==> config.mk <==
export PLATFORM = sky130hd
export DESIGN_NAME = alert_flash_timer_unit
export DESIGN_NICKNAME = d
export VERILOG_FILES = /design/src/rtl/core/aft_pkg.sv /design/src/rtl/core/aft_cfg_regs.sv /design/src/rtl/core/aft_engine.sv /design/src/rtl/core/alert_flash_timer_unit.sv
export SDC_FILE = /design/constraint.sdc
export NUM_CORES = 1
export LEC_CHECK = 0
export CORE_UTILIZATION = 60
export DETAILED_ROUTE_END_ITERATION = 10
export DONT_BUFFER_PORTS = 1
export GPL_ROUTABILITY_DRIVEN = 0
export GPL_TIMING_DRIVEN = 0
export PLACE_DENSITY_LB_ADDON = 0.3
export SLEW_MARGIN = 0
export SYNTH_ARGS = -nofsm -noshare
export SYNTH_HDL_FRONTEND = slang
export SYNTH_SLANG_ARGS = --single-unit
==> constraint.sdc <==
create_clock -name clk -period 5.8 [get_ports clk]
set_clock_uncertainty 0.2 [all_clocks]
set_input_delay 0.87 -clock clk [delete_from_list [all_inputs] [get_ports clk]]
set_output_delay 0.87 -clock clk [all_outputs]
set_load 0.02 [all_outputs]
==> src/rtl/core/aft_pkg.sv <==
// ----------------------------------------------------------------------------
// aft_pkg: shared types and constants for the alert flash timer
// Register indexes, reset values, beat payload structs and the saturating
// counter helper.
// ----------------------------------------------------------------------------
`default_nettype none

package aft_pkg;

	localparam int CNT_W     = 16;
	localparam int BYTE_W    = 8;
	localparam int CFG_IDX_W = 3;
	localparam int CFG_DAT_W = 16;
	localparam int IN_DATA_W = 56;
	localparam int OUT_DATA_W = 32;

	localparam logic [CNT_W-1:0]  CNT_MAX     = 16'hFFFF;
	localparam logic [BYTE_W-1:0] MIN_PKT_LEN = 8'd6;

	// register reset values
	localparam logic [CNT_W-1:0]  RST_COOLDOWN  = 16'd1000;
	localparam logic [CNT_W-1:0]  RST_ON        = 16'd200;
	localparam logic [CNT_W-1:0]  RST_OFF       = 16'd200;
	localparam logic [CNT_W-1:0]  RST_HEARTBEAT = 16'd2000;
	localparam logic [BYTE_W-1:0] RST_ALERT_TYPE = 8'h01;
	localparam logic [3*BYTE_W-1:0] RST_COLOUR  = 24'hFFFFFF;

	// input command codes
	localparam logic CMD_TICK   = 1'b0;
	localparam logic CMD_PACKET = 1'b1;

	typedef enum logic [CFG_IDX_W-1:0] {
		REG_COOLDOWN  = 3'd0,
		REG_ON        = 3'd1,
		REG_OFF       = 3'd2,
		REG_HEARTBEAT = 3'd3,
		REG_ALERT_TYPE = 3'd4
	} cfg_idx_t;

	typedef struct packed {
		logic [CNT_W-1:0]  cooldown_ticks;
		logic [CNT_W-1:0]  on_ticks;
		logic [CNT_W-1:0]  off_ticks;
		logic [CNT_W-1:0]  heartbeat_ticks;
		logic [BYTE_W-1:0] alert_type;
	} cfg_t;

	typedef struct packed {
		logic              command;
		logic [BYTE_W-1:0] pkt_len;
		logic [BYTE_W-1:0] msg_type;
		logic [CNT_W-1:0]  duration_ticks;
		logic [BYTE_W-1:0] red_in;
		logic [BYTE_W-1:0] green_in;
		logic [BYTE_W-1:0] blue_in;
	} in_item_t;

	typedef struct packed {
		logic [BYTE_W-1:0] red_out;
		logic [BYTE_W-1:0] green_out;
		logic [BYTE_W-1:0] blue_out;
		logic              motor_on;
		logic              heartbeat_on;
		logic              is_flashing;
	} result_t;

	function automatic logic [CNT_W-1:0] sat_inc(input logic [CNT_W-1:0] v);
		return (v == CNT_MAX) ? v : v + CNT_W'(1);
	endfunction

endpackage

`default_nettype wire

==> src/rtl/core/aft_cfg_regs.sv <==
// ----------------------------------------------------------------------------
// aft_cfg_regs: configuration register file
// Write-only registers loaded from the plain write port; unknown indexes
// are dropped.
// ----------------------------------------------------------------------------
`default_nettype none

module aft_cfg_regs
	import aft_pkg::*;
(
	input  wire logic                 clk,
	input  wire logic                 arst_n,
	input  wire logic                 cfg_we,
	input  wire logic [CFG_IDX_W-1:0] cfg_index,
	input  wire logic [CFG_DAT_W-1:0] cfg_wdata,
	output cfg_t                      cfg
);

	cfg_t cfg_q;

	// register writes
	always_ff @(posedge clk or negedge arst_n) begin
		if (!arst_n) begin
			cfg_q.cooldown_ticks  <= RST_COOLDOWN;
			cfg_q.on_ticks        <= RST_ON;
			cfg_q.off_ticks       <= RST_OFF;
			cfg_q.heartbeat_ticks <= RST_HEARTBEAT;
			cfg_q.alert_type      <= RST_ALERT_TYPE;
		end else if (cfg_we) begin
			unique case (cfg_index)
				REG_COOLDOWN:   cfg_q.cooldown_ticks  <= cfg_wdata;
				REG_ON:         cfg_q.on_ticks        <= cfg_wdata;
				REG_OFF:        cfg_q.off_ticks       <= cfg_wdata;
				REG_HEARTBEAT:  cfg_q.heartbeat_ticks <= cfg_wdata;
				REG_ALERT_TYPE: cfg_q.alert_type      <= cfg_wdata[BYTE_W-1:0];
				default: ;
			endcase
		end
	end

	assign cfg = cfg_q;

endmodule

`default_nettype wire

==> src/rtl/core/aft_engine.sv <==
// ----------------------------------------------------------------------------
// aft_engine: flash, cooldown and heartbeat state update
// Holds the timer state and updates it for one beat per step; the result
// reflects the state after that beat.
// ----------------------------------------------------------------------------
`default_nettype none

module aft_engine
	import aft_pkg::*;
(
	input  wire logic     clk,
	input  wire logic     arst_n,
	input  wire logic     step,
	input  wire in_item_t item,
	input  wire cfg_t     cfg,
	output result_t       result
);

	logic                flash_active_q, flash_active_d;
	logic                lights_lit_q, lights_lit_d;
	logic [CNT_W-1:0]    flash_elapsed_q, flash_elapsed_d;
	logic [CNT_W-1:0]    phase_count_q, phase_count_d;
	logic [CNT_W-1:0]    flash_length_q, flash_length_d;
	logic [3*BYTE_W-1:0] colour_q, colour_d;
	logic [CNT_W-1:0]    since_accept_q, since_accept_d;
	logic [CNT_W-1:0]    since_hb_q, since_hb_d;
	logic                hb_state_q, hb_state_d;
	logic                pkt_ok;
	logic                shown;

	// packet qualification
	assign pkt_ok = (item.command == CMD_PACKET) && (item.pkt_len >= MIN_PKT_LEN) &&
		(item.msg_type == cfg.alert_type) && (since_accept_q >= cfg.cooldown_ticks);

	// next state for one beat
	always_comb begin
		flash_active_d  = flash_active_q;
		lights_lit_d    = lights_lit_q;
		flash_elapsed_d = flash_elapsed_q;
		phase_count_d   = phase_count_q;
		flash_length_d  = flash_length_q;
		colour_d        = colour_q;
		since_accept_d  = since_accept_q;
		since_hb_d      = since_hb_q;
		hb_state_d      = hb_state_q;
		if (item.command == CMD_PACKET) begin
			if (pkt_ok) begin
				since_accept_d  = '0;
				flash_length_d  = item.duration_ticks;
				colour_d        = {item.red_in, item.green_in, item.blue_in};
				flash_elapsed_d = '0;
				phase_count_d   = '0;
				if (item.duration_ticks == '0) begin
					flash_active_d = 1'b0;
					lights_lit_d   = 1'b0;
				end else begin
					flash_active_d = 1'b1;
					lights_lit_d   = 1'b1;
					hb_state_d     = 1'b0;
				end
			end
		end else begin
			since_accept_d = sat_inc(since_accept_q);
			since_hb_d     = sat_inc(since_hb_q);
			if (flash_active_q) begin
				flash_elapsed_d = sat_inc(flash_elapsed_q);
				phase_count_d   = sat_inc(phase_count_q);
				if (flash_elapsed_d >= flash_length_q) begin
					flash_active_d = 1'b0;
					lights_lit_d   = 1'b0;
				end else if (lights_lit_q && phase_count_d >= cfg.on_ticks) begin
					lights_lit_d  = 1'b0;
					phase_count_d = '0;
				end else if (!lights_lit_q && phase_count_d >= cfg.off_ticks) begin
					lights_lit_d  = 1'b1;
					phase_count_d = '0;
				end
			end
			// heartbeat runs only while idle, including the tick that ends a flash
			if (!flash_active_d && since_hb_d >= cfg.heartbeat_ticks) begin
				hb_state_d = !hb_state_q;
				since_hb_d = '0;
			end
		end
	end

	// state registers
	always_ff @(posedge clk or negedge arst_n) begin
		if (!arst_n) begin
			flash_active_q  <= 1'b0;
			lights_lit_q    <= 1'b0;
			flash_elapsed_q <= '0;
			phase_count_q   <= '0;
			flash_length_q  <= '0;
			colour_q        <= RST_COLOUR;
			since_accept_q  <= '0;
			since_hb_q      <= '0;
			hb_state_q      <= 1'b0;
		end else if (step) begin
			flash_active_q  <= flash_active_d;
			lights_lit_q    <= lights_lit_d;
			flash_elapsed_q <= flash_elapsed_d;
			phase_count_q   <= phase_count_d;
			flash_length_q  <= flash_length_d;
			colour_q        <= colour_d;
			since_accept_q  <= since_accept_d;
			since_hb_q      <= since_hb_d;
			hb_state_q      <= hb_state_d;
		end
	end

	// result seen after this beat
	assign shown = flash_active_d && lights_lit_d;

	always_comb begin
		result.red_out      = shown ? colour_d[3*BYTE_W-1:2*BYTE_W] : '0;
		result.green_out    = shown ? colour_d[2*BYTE_W-1:BYTE_W] : '0;
		result.blue_out     = shown ? colour_d[BYTE_W-1:0] : '0;
		result.motor_on     = shown;
		result.heartbeat_on = hb_state_d && !flash_active_d;
		result.is_flashing  = flash_active_d;
	end

`ifndef SYNTHESIS
	// lights are only lit inside a flash
	a_lit_needs_flash: assert property (@(posedge clk) disable iff (!arst_n)
		!flash_active_q |-> !lights_lit_q)
		else $error("lights lit with no flash running");

	// a running flash has not yet reached its length
	a_flash_in_range: assert property (@(posedge clk) disable iff (!arst_n)
		flash_active_q |-> (flash_elapsed_q < flash_length_q))
		else $error("flash running past its length");

	// heartbeat stays dark through a flash
	a_hb_dark_in_flash: assert property (@(posedge clk) disable iff (!arst_n)
		flash_active_q |-> !hb_state_q)
		else $error("heartbeat state set during flash");

	// an accepted packet restarts the cooldown
	a_cooldown_restart: assert property (@(posedge clk) disable iff (!arst_n)
		(step && pkt_ok) |=> (since_accept_q == '0))
		else $error("cooldown not restarted after accepted packet");
`endif

endmodule

`default_nettype wire

==> src/rtl/core/alert_flash_timer_unit.sv <==
// ----------------------------------------------------------------------------
// alert_flash_timer_unit: alert flash and heartbeat timer
// Streams ticks and alert packets in and one status beat out per input beat.
// ----------------------------------------------------------------------------
// Each input beat (tuser 0 = one-millisecond tick, 1 = received packet) gives
// exactly one output beat with the LED colour, motor, heartbeat and flash
// status after that beat. The unit takes one beat per clock unless the output
// stalls; a beat passes an input register, then the state update and the result
// register, and consecutive beats never wait on each other. The user must write
// configuration through the cfg port only while idle; not enforced by the block.
// ----------------------------------------------------------------------------
`default_nettype none

module alert_flash_timer_unit
	import aft_pkg::*;
(
	input  wire logic                  clk,
	input  wire logic                  arst_n,
	// slave stream
	input  wire logic                  s_axis_tvalid,
	output logic                       s_axis_tready,
	// tdata: pkt_len, msg_type, duration_ticks, red_in, green_in, blue_in
	input  wire logic [IN_DATA_W-1:0]  s_axis_tdata,
	// tuser: command
	input  wire logic                  s_axis_tuser,
	// master stream
	output logic                       m_axis_tvalid,
	input  wire logic                  m_axis_tready,
	// tdata: red_out, green_out, blue_out, motor_on, heartbeat_on, is_flashing, zero pad
	output logic [OUT_DATA_W-1:0]      m_axis_tdata,
	// configuration
	input  wire logic                  cfg_we,
	input  wire logic [CFG_IDX_W-1:0]  cfg_index,
	input  wire logic [CFG_DAT_W-1:0]  cfg_wdata
);

	cfg_t     cfg;
	in_item_t item_s1;
	logic     valid_s1;
	logic     advance;
	result_t  result;
	result_t  result_q;
	logic     out_valid_q;

	aft_cfg_regs u_cfg (
		.clk       (clk),
		.arst_n    (arst_n),
		.cfg_we    (cfg_we),
		.cfg_index (cfg_index),
		.cfg_wdata (cfg_wdata),
		.cfg       (cfg)
	);

	// beat moves from stage 1 into the result register
	assign advance       = valid_s1 && (!out_valid_q || m_axis_tready);
	assign s_axis_tready = !valid_s1 || advance;

	// input register
	always_ff @(posedge clk or negedge arst_n) begin
		if (!arst_n) begin
			valid_s1 <= 1'b0;
		end else if (s_axis_tready) begin
			valid_s1 <= s_axis_tvalid;
		end
	end

	always_ff @(posedge clk) begin
		if (s_axis_tready && s_axis_tvalid) begin
			item_s1.command        <= s_axis_tuser;
			item_s1.pkt_len        <= s_axis_tdata[7:0];
			item_s1.msg_type       <= s_axis_tdata[15:8];
			item_s1.duration_ticks <= s_axis_tdata[31:16];
			item_s1.red_in         <= s_axis_tdata[39:32];
			item_s1.green_in       <= s_axis_tdata[47:40];
			item_s1.blue_in        <= s_axis_tdata[55:48];
		end
	end

	aft_engine u_engine (
		.clk    (clk),
		.arst_n (arst_n),
		.step   (advance),
		.item   (item_s1),
		.cfg    (cfg),
		.result (result)
	);

	// result register
	always_ff @(posedge clk or negedge arst_n) begin
		if (!arst_n) begin
			out_valid_q <= 1'b0;
		end else if (advance) begin
			out_valid_q <= 1'b1;
		end else if (m_axis_tready) begin
			out_valid_q <= 1'b0;
		end
	end

	always_ff @(posedge clk) begin
		if (advance) begin
			result_q <= result;
		end
	end

	assign m_axis_tvalid = out_valid_q;
	assign m_axis_tdata  = {5'b0, result_q.is_flashing, result_q.heartbeat_on,
		result_q.motor_on, result_q.blue_out, result_q.green_out, result_q.red_out};

endmodule

`default_nettype wire

==> impl_metrics.ini, run 1 <==
[run_status]
status = finished clean

[yosys]
synth-edff-count = 83
yosys.area.top_type = dfrtp_1
synthSimpleGateAreaFrac_pct = 16.0
ys_warn_count = 0
synthMuxAreaShare_pct = 5.38
ys_top_cells_by_area = dfrtp_1 26%, edfxtp_1 18%, dfstp_2 8.4%
synth_top_family_by_area = simple AND/OR/NAND/NOR gates
ys_seq_elements = 264
netlist_area_um2 = 13500
synth-compound-area-share_pct = 10.6
synth_top_area_share_pct = 25.6
syn_area_per_cell_um2 = 10.2
synthAdderAreaFrac_pct = 7.80
yosysUniqueCellTypes = 62
async_reset_ff_share_pct = 68.6
ys.flop_type = dfrtp_1
synthXorXnorAreaFrac_pct = 3.05
synthCells = 1317
synth_seq_area_share_pct = 52.5

[global_route]
grt_pass1_vias = 9849
grtUsageTotal_pct = 27.9
grt_max_degree = 174
antenna_found_initial = 3
grt_overflow = 0
grt_first_pass_wirelength_um = 51200

[power_and_ir_drop]
p_int_w = 0.00370
irDropWorstVdd_uv = 242
pwr-share-seq_pct = 45.5
power_frac_clock_pct = 34.2
p_comb_share_pct = 20.2
power_leakage_nw = 6.74
p_sw_w = 0.00158
powerDensity_nw_per_um2 = 355
netSwitchingFraction_pct = 29.9

[clock_network]
cts.sinks = 264
cts.htree.levels = 1
clk_latency_ps = 550
path_clk_slew_ps = 60
numCtsBuffers = 28
cts_tree = built
hold_buffers = 2
clk_path_buf_depth = 3
cts-root-buf = clkbuf_16
postCtsSetupBuffers = 0
cts_resized = 0

[critical_path]
cp_max_fo = 10
ff2ff_setup_slack_ps = 440
worst_setup_path_end_kind = register
crit_type = reg -> reg
worstPathRequired_ps = 5870
crit_arrival_ps = 5430
startpoint_type = register

[sta]
max_freq_mhz = 186
setup-tns-final_ps = 0
setup-violations-final = 0
worst_hold_slack_ps = 106
layout_worst_path_cycle_share_pct = 92.5
fin_crit_ps = 5360
slew_headroom_pct = 21.6
slew_violations = 0
rsz0062_at_grt = false
hold_viol = 0
tightestPinTransition_ps = 1170

[floorplanning]
die-area_um2 = 23100
initial_core_util_pct = 61.6
io_pins = 115
die_h_um = 152
die_w_um = 152
coreArea_um2 = 21900
placementRows = 54

[detailed_routing]
vias_per_cell = 5.93
first_iter_violations = 756
first_pass_iters = 5
wl_um = 31700
drc_errors = 0
ant_nets = 0
wl_per_cell_um = 19.1
num_vias = 9836

[cells_and_area]
final_core_util_pct = 67.8
final_cell_mix = 228 x nand2_1, 138 x dfrtp_1, 102 x inv_1, 95 x o21ai_0, 84 x ha_1
layout-drive-gt1-share_pct = 11.0
ff_latch_area_um2 = 7080
multiInputGateArea_um2 = 5790
mostFrequentLayoutCell = nand2_1
fill_cells = 1652
syn_to_final_growth_pct = 10.2
fin_nets = 1520
final-instance-count-excl-fill = 1659

[place]
dp.cells = 1603
dpl.hpwl_um = 22000
port-buffer-count = 0

[hold_path]
hp-class = in -> async

[job]
maxCapViolations = 0
==> cells in the mapped netlist (24+ instances only) <==
library cell,n
nand2_1,228
dfrtp_1,138
inv_1,102
o21ai_0,95
ha_1,84
edfxtp_1,83
nor2_1,55
nor3_1,46
dfstp_2,43
clkbuf_1,37
mux2_2,36
nand3_1,33
mux2i_1,32
a21oi_1,31
xnor2_1,29
a21o_1,25
nand4_1,24
==> worst paths after layout <==
path / from / depth (start not counted) / endpoint
min reg2reg: u_engine.colour_q[17] / 2 / u_engine.colour_q[17]
max in group asynchronous: arst_n / 1 / u_engine.colour_q[1]
min: arst_n / 1 / u_engine.since_hb_q[12]
max: u_engine.flash_elapsed_q[4] / 16 / m_axis_tdata[6]
min in group clk: s_axis_tdata[8] / 0 / item_s1[40]
max reg2reg: u_engine.flash_elapsed_q[4] / 16 / m_axis_tdata[6]
==> per-stage QoR <==
stage	cell area, um2	power, W	setup WS, ps
2_1_floorplan	13500	0.00316	1640
3_3_place_gp	13800	0.00338	671
3_5_place_dp	13900	0.00345	504
4_1_cts	14800	0.00528	477
5_1_grt	14800	0.00554	18.5
6_report	14800	0.00528	436
==> power groups by stage <==
stage          Clock (W)  Sequential (W)  Combinational [W]
2_1_floorplan          0         0.00238           0.000781
3_3_place_gp           0         0.00242           0.000959
3_5_place_dp           0         0.00243            0.00102
4_1_cts          0.00182         0.00240            0.00107
5_1_grt          0.00189         0.00243            0.00122
6_report         0.00181         0.00240            0.00107
==> worst max-delay path: stages, from the launching register on <==
cell and delay [ps]:
dfrtp_1 440, and4_1 250, and4_1 190, clkbuf_1 220, nand4_1 210, o21ai_1 540, nor2_1 110, xor2_1 180
ha_1 300, nand2_1 50, o21ai_0 220, a41oi_1 100, o31ai_1 660, nor2_1 120, a222oi_1 950, buf_6 260
nor3_1 70
==> cells by family (layout without fill, tap and decap cells) <==
group / Yosys count / count (layout)
flip-flops: 264 / 264
adder cells (fa/ha/maj): 84 / 84
AND/OR/NAND/NOR: 469 / 469
other: 1 / 7
XOR/XNOR: 47 / 47
multiplexers: 68 / 68
buffers and inverters: 156 / 212
AO/OA/AOI/OAI: 228 / 228
==> flip-flops by register name, indices dropped and copies added (netlist names) <==
name,flops
u_engine.phase_count_q,16
valid_s1,1
u_engine.since_accept_q,16
u_engine.flash_active_q,1
m_axis_tvalid,1
u_engine.colour_q,24
u_engine.flash_length_q,16
u_engine.since_hb_q,16
u_engine.lights_lit_q,1
m_axis_tdata,27
u_engine.flash_elapsed_q,16
u_engine.hb_state_q,1
item_s1,56
u_cfg.cfg,72
==> final cells by class <==
| cell class | count | area share, % |
|---|---|---|
| Sequential cell | 264 | 47.6 |
| Multi-Input combinational cell | 901 | 39.0 |
| Clock buffer | 44 | 5.88 |
| Inverter | 102 | 2.58 |
| Tap cell | 280 | 2.36 |
| Buffer | 54 | 1.67 |
| Clock inverter | 8 | 0.438 |
| Timing Repair Buffer | 4 | 0.421 |
| Antenna cell | 2 | 0.0337 |
==> routing by layer <==
layer	routed length [um]	up-vias	GRT usage, %
li1	-	4685	-
met1	13100	4797	35.8
met2	15800	278	47.4
met3	1710	76	5.42
met4	961	0	9.33
met5	0	-	0
(Power assumes the default switching activity.)
==> run 2, diff against run 1 <==
--- a/config.mk
+++ b/config.mk
@@ -5,7 +5,7 @@
 export SDC_FILE = /design/constraint.sdc
 export NUM_CORES = 1
 export LEC_CHECK = 0
-export CORE_UTILIZATION = 60
+export CORE_UTILIZATION = 64
 export DETAILED_ROUTE_END_ITERATION = 10
 export DONT_BUFFER_PORTS = 1
 export GPL_ROUTABILITY_DRIVEN = 0
==> impl_metrics.ini, run 2 (synthesis gave the netlist of run 1 again) <==
[detailed_routing]
num_vias = 9995
first_iter_violations = 848
ant_nets = 0
drc_errors = 0
first_pass_iters = 7
vias_per_cell = 6.06
wl_um = 31100
wl_per_cell_um = 18.9

[floorplanning]
die_w_um = 147
die-area_um2 = 21600
die_h_um = 147
initial_core_util_pct = 66.0
placementRows = 52
io_pins = 115
coreArea_um2 = 20400

[critical_path]
r2r_start = u_engine.flash_elapsed_q[4]
worstPathRequired_ps = 5990
cp_max_fo = 10
crit_type = reg -> reg
crit_arrival_ps = 5280
startpoint_type = register
worst_setup_path_end_kind = register
startpoint = u_engine.flash_elapsed_q[4]

[cells_and_area]
layout-drive-gt1-share_pct = 11.1
ff_latch_area_um2 = 7080
largest_reg_flops = 72
multiInputGateArea_um2 = 5790
final_core_util_pct = 72.8
mostFrequentLayoutCell = nand2_1
fin_nets = 1521
syn_to_final_growth_pct = 10.4
fill_cells = 1423
final_cell_mix = 228 x nand2_1, 138 x dfrtp_1, 102 x inv_1, 95 x o21ai_0, 84 x ha_1

[place]
dpl.hpwl_um = 21400
port-buffer-count = 0

[sta]
layout_worst_path_cycle_share_pct = 87.8
hold_viol = 0
tightestPinTransition_ps = 1200
max_freq_mhz = 196
slew_violations = 0
rsz0062_at_grt = false
setup-violations-final = 0
setup-tns-final_ps = 0
fin_crit_ps = 5090
slew_headroom_pct = 19.6

[clock_network]
clk_path_buf_depth = 3
clk_latency_ps = 540
cts.htree.levels = 1
path_clk_slew_ps = 60
numCtsBuffers = 28
cts.sinks = 264
cts-root-buf = clkbuf_16
cts_tree = built

[run_status]
status = finished clean

[hold_path]
hp-class = in -> async

[global_route]
grt_first_pass_wirelength_um = 50500
grt_overflow = 0
grtUsageTotal_pct = 29.6
antenna_found_initial = 1
grt_pass1_vias = 9856
grt_max_degree = 173

[power_and_ir_drop]
powerDensity_nw_per_um2 = 358
power_leakage_nw = 6.76
irDropWorstVdd_uv = 252

[job]
maxCapViolations = 0
## run 2: changes by cell type in the layout (fill, tap and decap cells not counted), sizes merged
cell	delta
bufinv	+3
buf	+1
clkinv	+4
clkbuf	-7
diode	-1
clkinvlp	-1
inv	+1
## run 2: metal layers
metal  track usage [%]  vias to the layer above  share of wire (%)
met5                 0                        -                  0
met4              12.0                        0                3.7
met3              5.25                       82                6.1
met2              48.2                      332                 49
met1              39.4                     4896                 41
li1                  -                     4685                  -
## run 2: layout make-up
type	count	share of cell area, %
inverters	102	2.57
well taps	270	2.27
clock buffers	37	5.28
plain buffers	54	1.67
clock inverters	15	1.19
diodes	1	0.0168
flip-flops and latches	264	47.6
multi-input cells	901	38.9
repair buffers	5	0.488
## run 2: what timing repair did
action / 4_1_cts / 5_1_grt
buffers inserted: 0 / 2
hold buffers: 2 / 0
setup endpoints to repair: 0 / 20
endpoints found under the hold margin: 172 / 0
resized for setup: 0 / 0
## run 2: final timing paths
path	to	slack, ps	cells after the start
setup / recovery	u_engine.since_hb_q[1]	710	15
hold / removal	u_engine.since_hb_q[14]	120	1
setup reg to reg	u_engine.since_hb_q[1]	710	15
hold reg to reg	u_engine.colour_q[0]	250	2
max in group asynchronous	u_cfg.cfg[30]	4280	1
min in group clk	item_s1[5]	220	0
## run 2: power breakdown
part / switching (W) / total, W / internal [W]
Sequential: 0.000197 / 0.00240 / 0.00220
Combinational: 0.000634 / 0.00106 / 0.000424
Clock: 0.000737 / 0.00186 / 0.00113
Total: 0.00157 / 0.00532 / 0.00376
## run 2: worst max-delay path: stages, from the launching register on
cell	delay [ps]
dfrtp_1	440
and4_1	250
and4_1	190
clkbuf_1	230
nand4_1	200
o21ai_1	500
nor2_1	100
xor2_1	180
ha_1	300
nand2_1	40
o21ai_0	240
a41oi_1	100
o31ai_1	700
nor2_1	340
nor2_1	710
o21ai_0	190
## run 2: per-stage QoR
stage	cells	total power (W)	worst slack (ps)	hold WS (ps)	area [um2]
2_1_floorplan	1321	0.00316	1640	234	13500
3_3_place_gp	1591	0.00337	594	240	13800
3_5_place_dp	1592	0.00344	451	244	13900
4_1_cts	1646	0.00533	413	209	14900
5_1_grt	1649	0.00560	250	205	14900
6_report	1649	0.00532	707	116	14900
==> run 3, diff against run 2 <==
==> constraint.sdc (replaced) <==
create_clock -name clk -period 5 [get_ports clk]
set_clock_uncertainty 0.2 [all_clocks]
set_input_delay 0.75 -clock clk [delete_from_list [all_inputs] [get_ports clk]]
set_output_delay 0.75 -clock clk [all_outputs]
set_load 0.02 [all_outputs]
==> impl_metrics.ini, run 3 (synthesis gave the netlist of run 1 again) <==
[run_status]
status = finished with violations
violations = negative hold slack

[cells_and_area]
largest_reg_flops = 72
layout-drive-gt1-share_pct = 11.8
final_cell_mix = 228 x nand2_1, 138 x dfrtp_1, 102 x inv_1, 95 x o21ai_0, 84 x ha_1
mostFrequentLayoutCell = nand2_1
syn_to_final_growth_pct = 10.4
fill_cells = 1427
fin_nets = 1520
fin_area_um2 = 14900

[critical_path]
worst_setup_path_end_kind = register
cp_max_fo = 10
cp_common_cell = ha_1
crit_path_max_incr_delay_ps = 430
crit_slowest_cell = dfrtp_1
cpLargestDelayFamily = simple AND/OR/NAND/NOR gates
path_cells = ha_1 > nand2_1 > nor3_2 > a21oi_1 > nor2b_2 > nor2b_1 > xor2_1 > ha_1 > nand4_1 > nor4_1 > a211oi_1 > o21a_1 > nand2b_1 > a222oi_1 > buf_4 > buf_6 > nor3_1
crit_buf_inv = 2
r2r_start = u_engine.phase_count_q[0]
crit_arrival_ps = 4810
reg2reg_to = m_axis_tdata[10]
startpoint_type = register
ff2ff_setup_slack_ps = 250
crit_type = reg -> reg
worstPathRequired_ps = 5070
worstRegToRegCells = 17

[floorplanning]
initial_core_util_pct = 66.0
die-area_um2 = 21600
placementRows = 52
die_w_um = 147
coreArea_um2 = 20400
io_pins = 115
die_h_um = 147

[detailed_routing]
vias_per_cell = 6.08
drc_errors = 0
num_vias = 10000
first_pass_iters = 6
wl_um = 31000
wl_per_cell_um = 18.8
ant_nets = 0
first_iter_violations = 861

[power_and_ir_drop]
powerDensity_nw_per_um2 = 413
power_leakage_nw = 6.75
total_power_w = 0.00615
irDropWorstVdd_uv = 292

[global_route]
grt_pass1_vias = 9838
grt_first_pass_wirelength_um = 50300
antenna_found_initial = 1
grt_overflow = 0
grtUsageTotal_pct = 29.4
grt_max_degree = 182

[place]
placedInstanceArea_um2 = 13900
dpl.hpwl_um = 21400
port-buffer-count = 0

[sta]
hold_viol = 177
max_freq_mhz = 211
slew_headroom_pct = 18.3
tightestPinTransition_ps = 1220
setup-violations-final = 0
layout_worst_path_cycle_share_pct = 94.9
slew_violations = 0
fin_crit_ps = 4750
worst_hold_slack_ps = -297

[clock_network]
cts_tree = built
clk_path_buf_depth = 3
cts-root-buf = clkbuf_16
path_clk_slew_ps = 60
cts.htree.levels = 1
cts.sinks = 264
clk_latency_ps = 540
numCtsBuffers = 28

[job]
maxCapViolations = 0

[hold_path]
hp-class = in -> async
## run 3: worst max path at each step
stage	from	end	slack, ps	depth (start not counted)
2_1_floorplan	u_engine.phase_count_q[0]	m_axis_tdata[10]	840	16
3_3_place_gp	u_engine.flash_elapsed_q[4]	m_axis_tdata[19]	-210	16
3_5_place_dp	u_engine.flash_elapsed_q[4]	m_axis_tdata[14]	-350	16
4_1_cts	u_engine.flash_elapsed_q[4]	m_axis_tdata[25]	30	16
5_1_grt	u_engine.phase_count_q[7]	m_axis_tdata[14]	-10	19
6_report	u_engine.phase_count_q[0]	m_axis_tdata[10]	250	17
## run 3: layout make-up
type | count | area [um2] | area share (%)
tap | 270 | 338 | 2.27
timing repair buffer | 4 | 42.5 | 0.286
buffer | 54 | 250 | 1.68
sequential | 264 | 7080 | 47.6
clock inverter | 15 | 176 | 1.19
inverter | 102 | 383 | 2.57
multi-input combinational | 901 | 5820 | 39.1
clock buffer | 37 | 786 | 5.28
antenna | 1 | 2.50 | 0.0168
## run 3: repair_timing
item | 4_1_cts | 5_1_grt
setup buffers | 3 | 0
pin swaps | 1 | 0
gates resized for setup | 1 | 11
setup endpoints to repair | 27 | 56
hold endpoints to repair | 181 | 181
## run 3: per-stage QoR
stage	worst slack [ps]	std cells	util, %	setup TNS, ps	hold slack [ps]
6_report	254	1648	72.8	0	-297
5_1_grt	-12.3	1648	72.8	-29.8	-309
4_1_cts	29.3	1647	72.6	0	-303
3_5_place_dp	-349	1592	67.8	-7400	244
3_3_place_gp	-206	1591	67.7	-4010	240
2_1_floorplan	841	1321	-	0	234
## run 3: worst reg2reg max path, stage by stage (launching register included)
cell and delay [ps]:
dfrtp_1 430, ha_1 270, nand2_1 160, nor3_2 90, a21oi_1 370, nor2b_2 340, nor2b_1 300, xor2_1 330
ha_1 200, nand4_1 140, nor4_1 360, a211oi_1 140, o21a_1 250, nand2b_1 210, a222oi_1 260, buf_4 210
buf_6 150, nor3_1 70
## run 3: report_power, final
part | internal, W | leakage (nW) | switching (W)
clock network | 0.00131 | 0.477 | 0.000855
logic | 0.000494 | 3.37 | 0.000710
registers | 0.00256 | 2.91 | 0.000228
total | 0.00436 | 6.75 | 0.00179
## run 3: metal layers
layer	part of all wire [%]	GRT usage [%]	wire, um
met1	41	39.4	12700
met2	50	48.0	15400
met3	6.4	4.94	1980
met4	3.1	11.3	945
met5	0	0	0
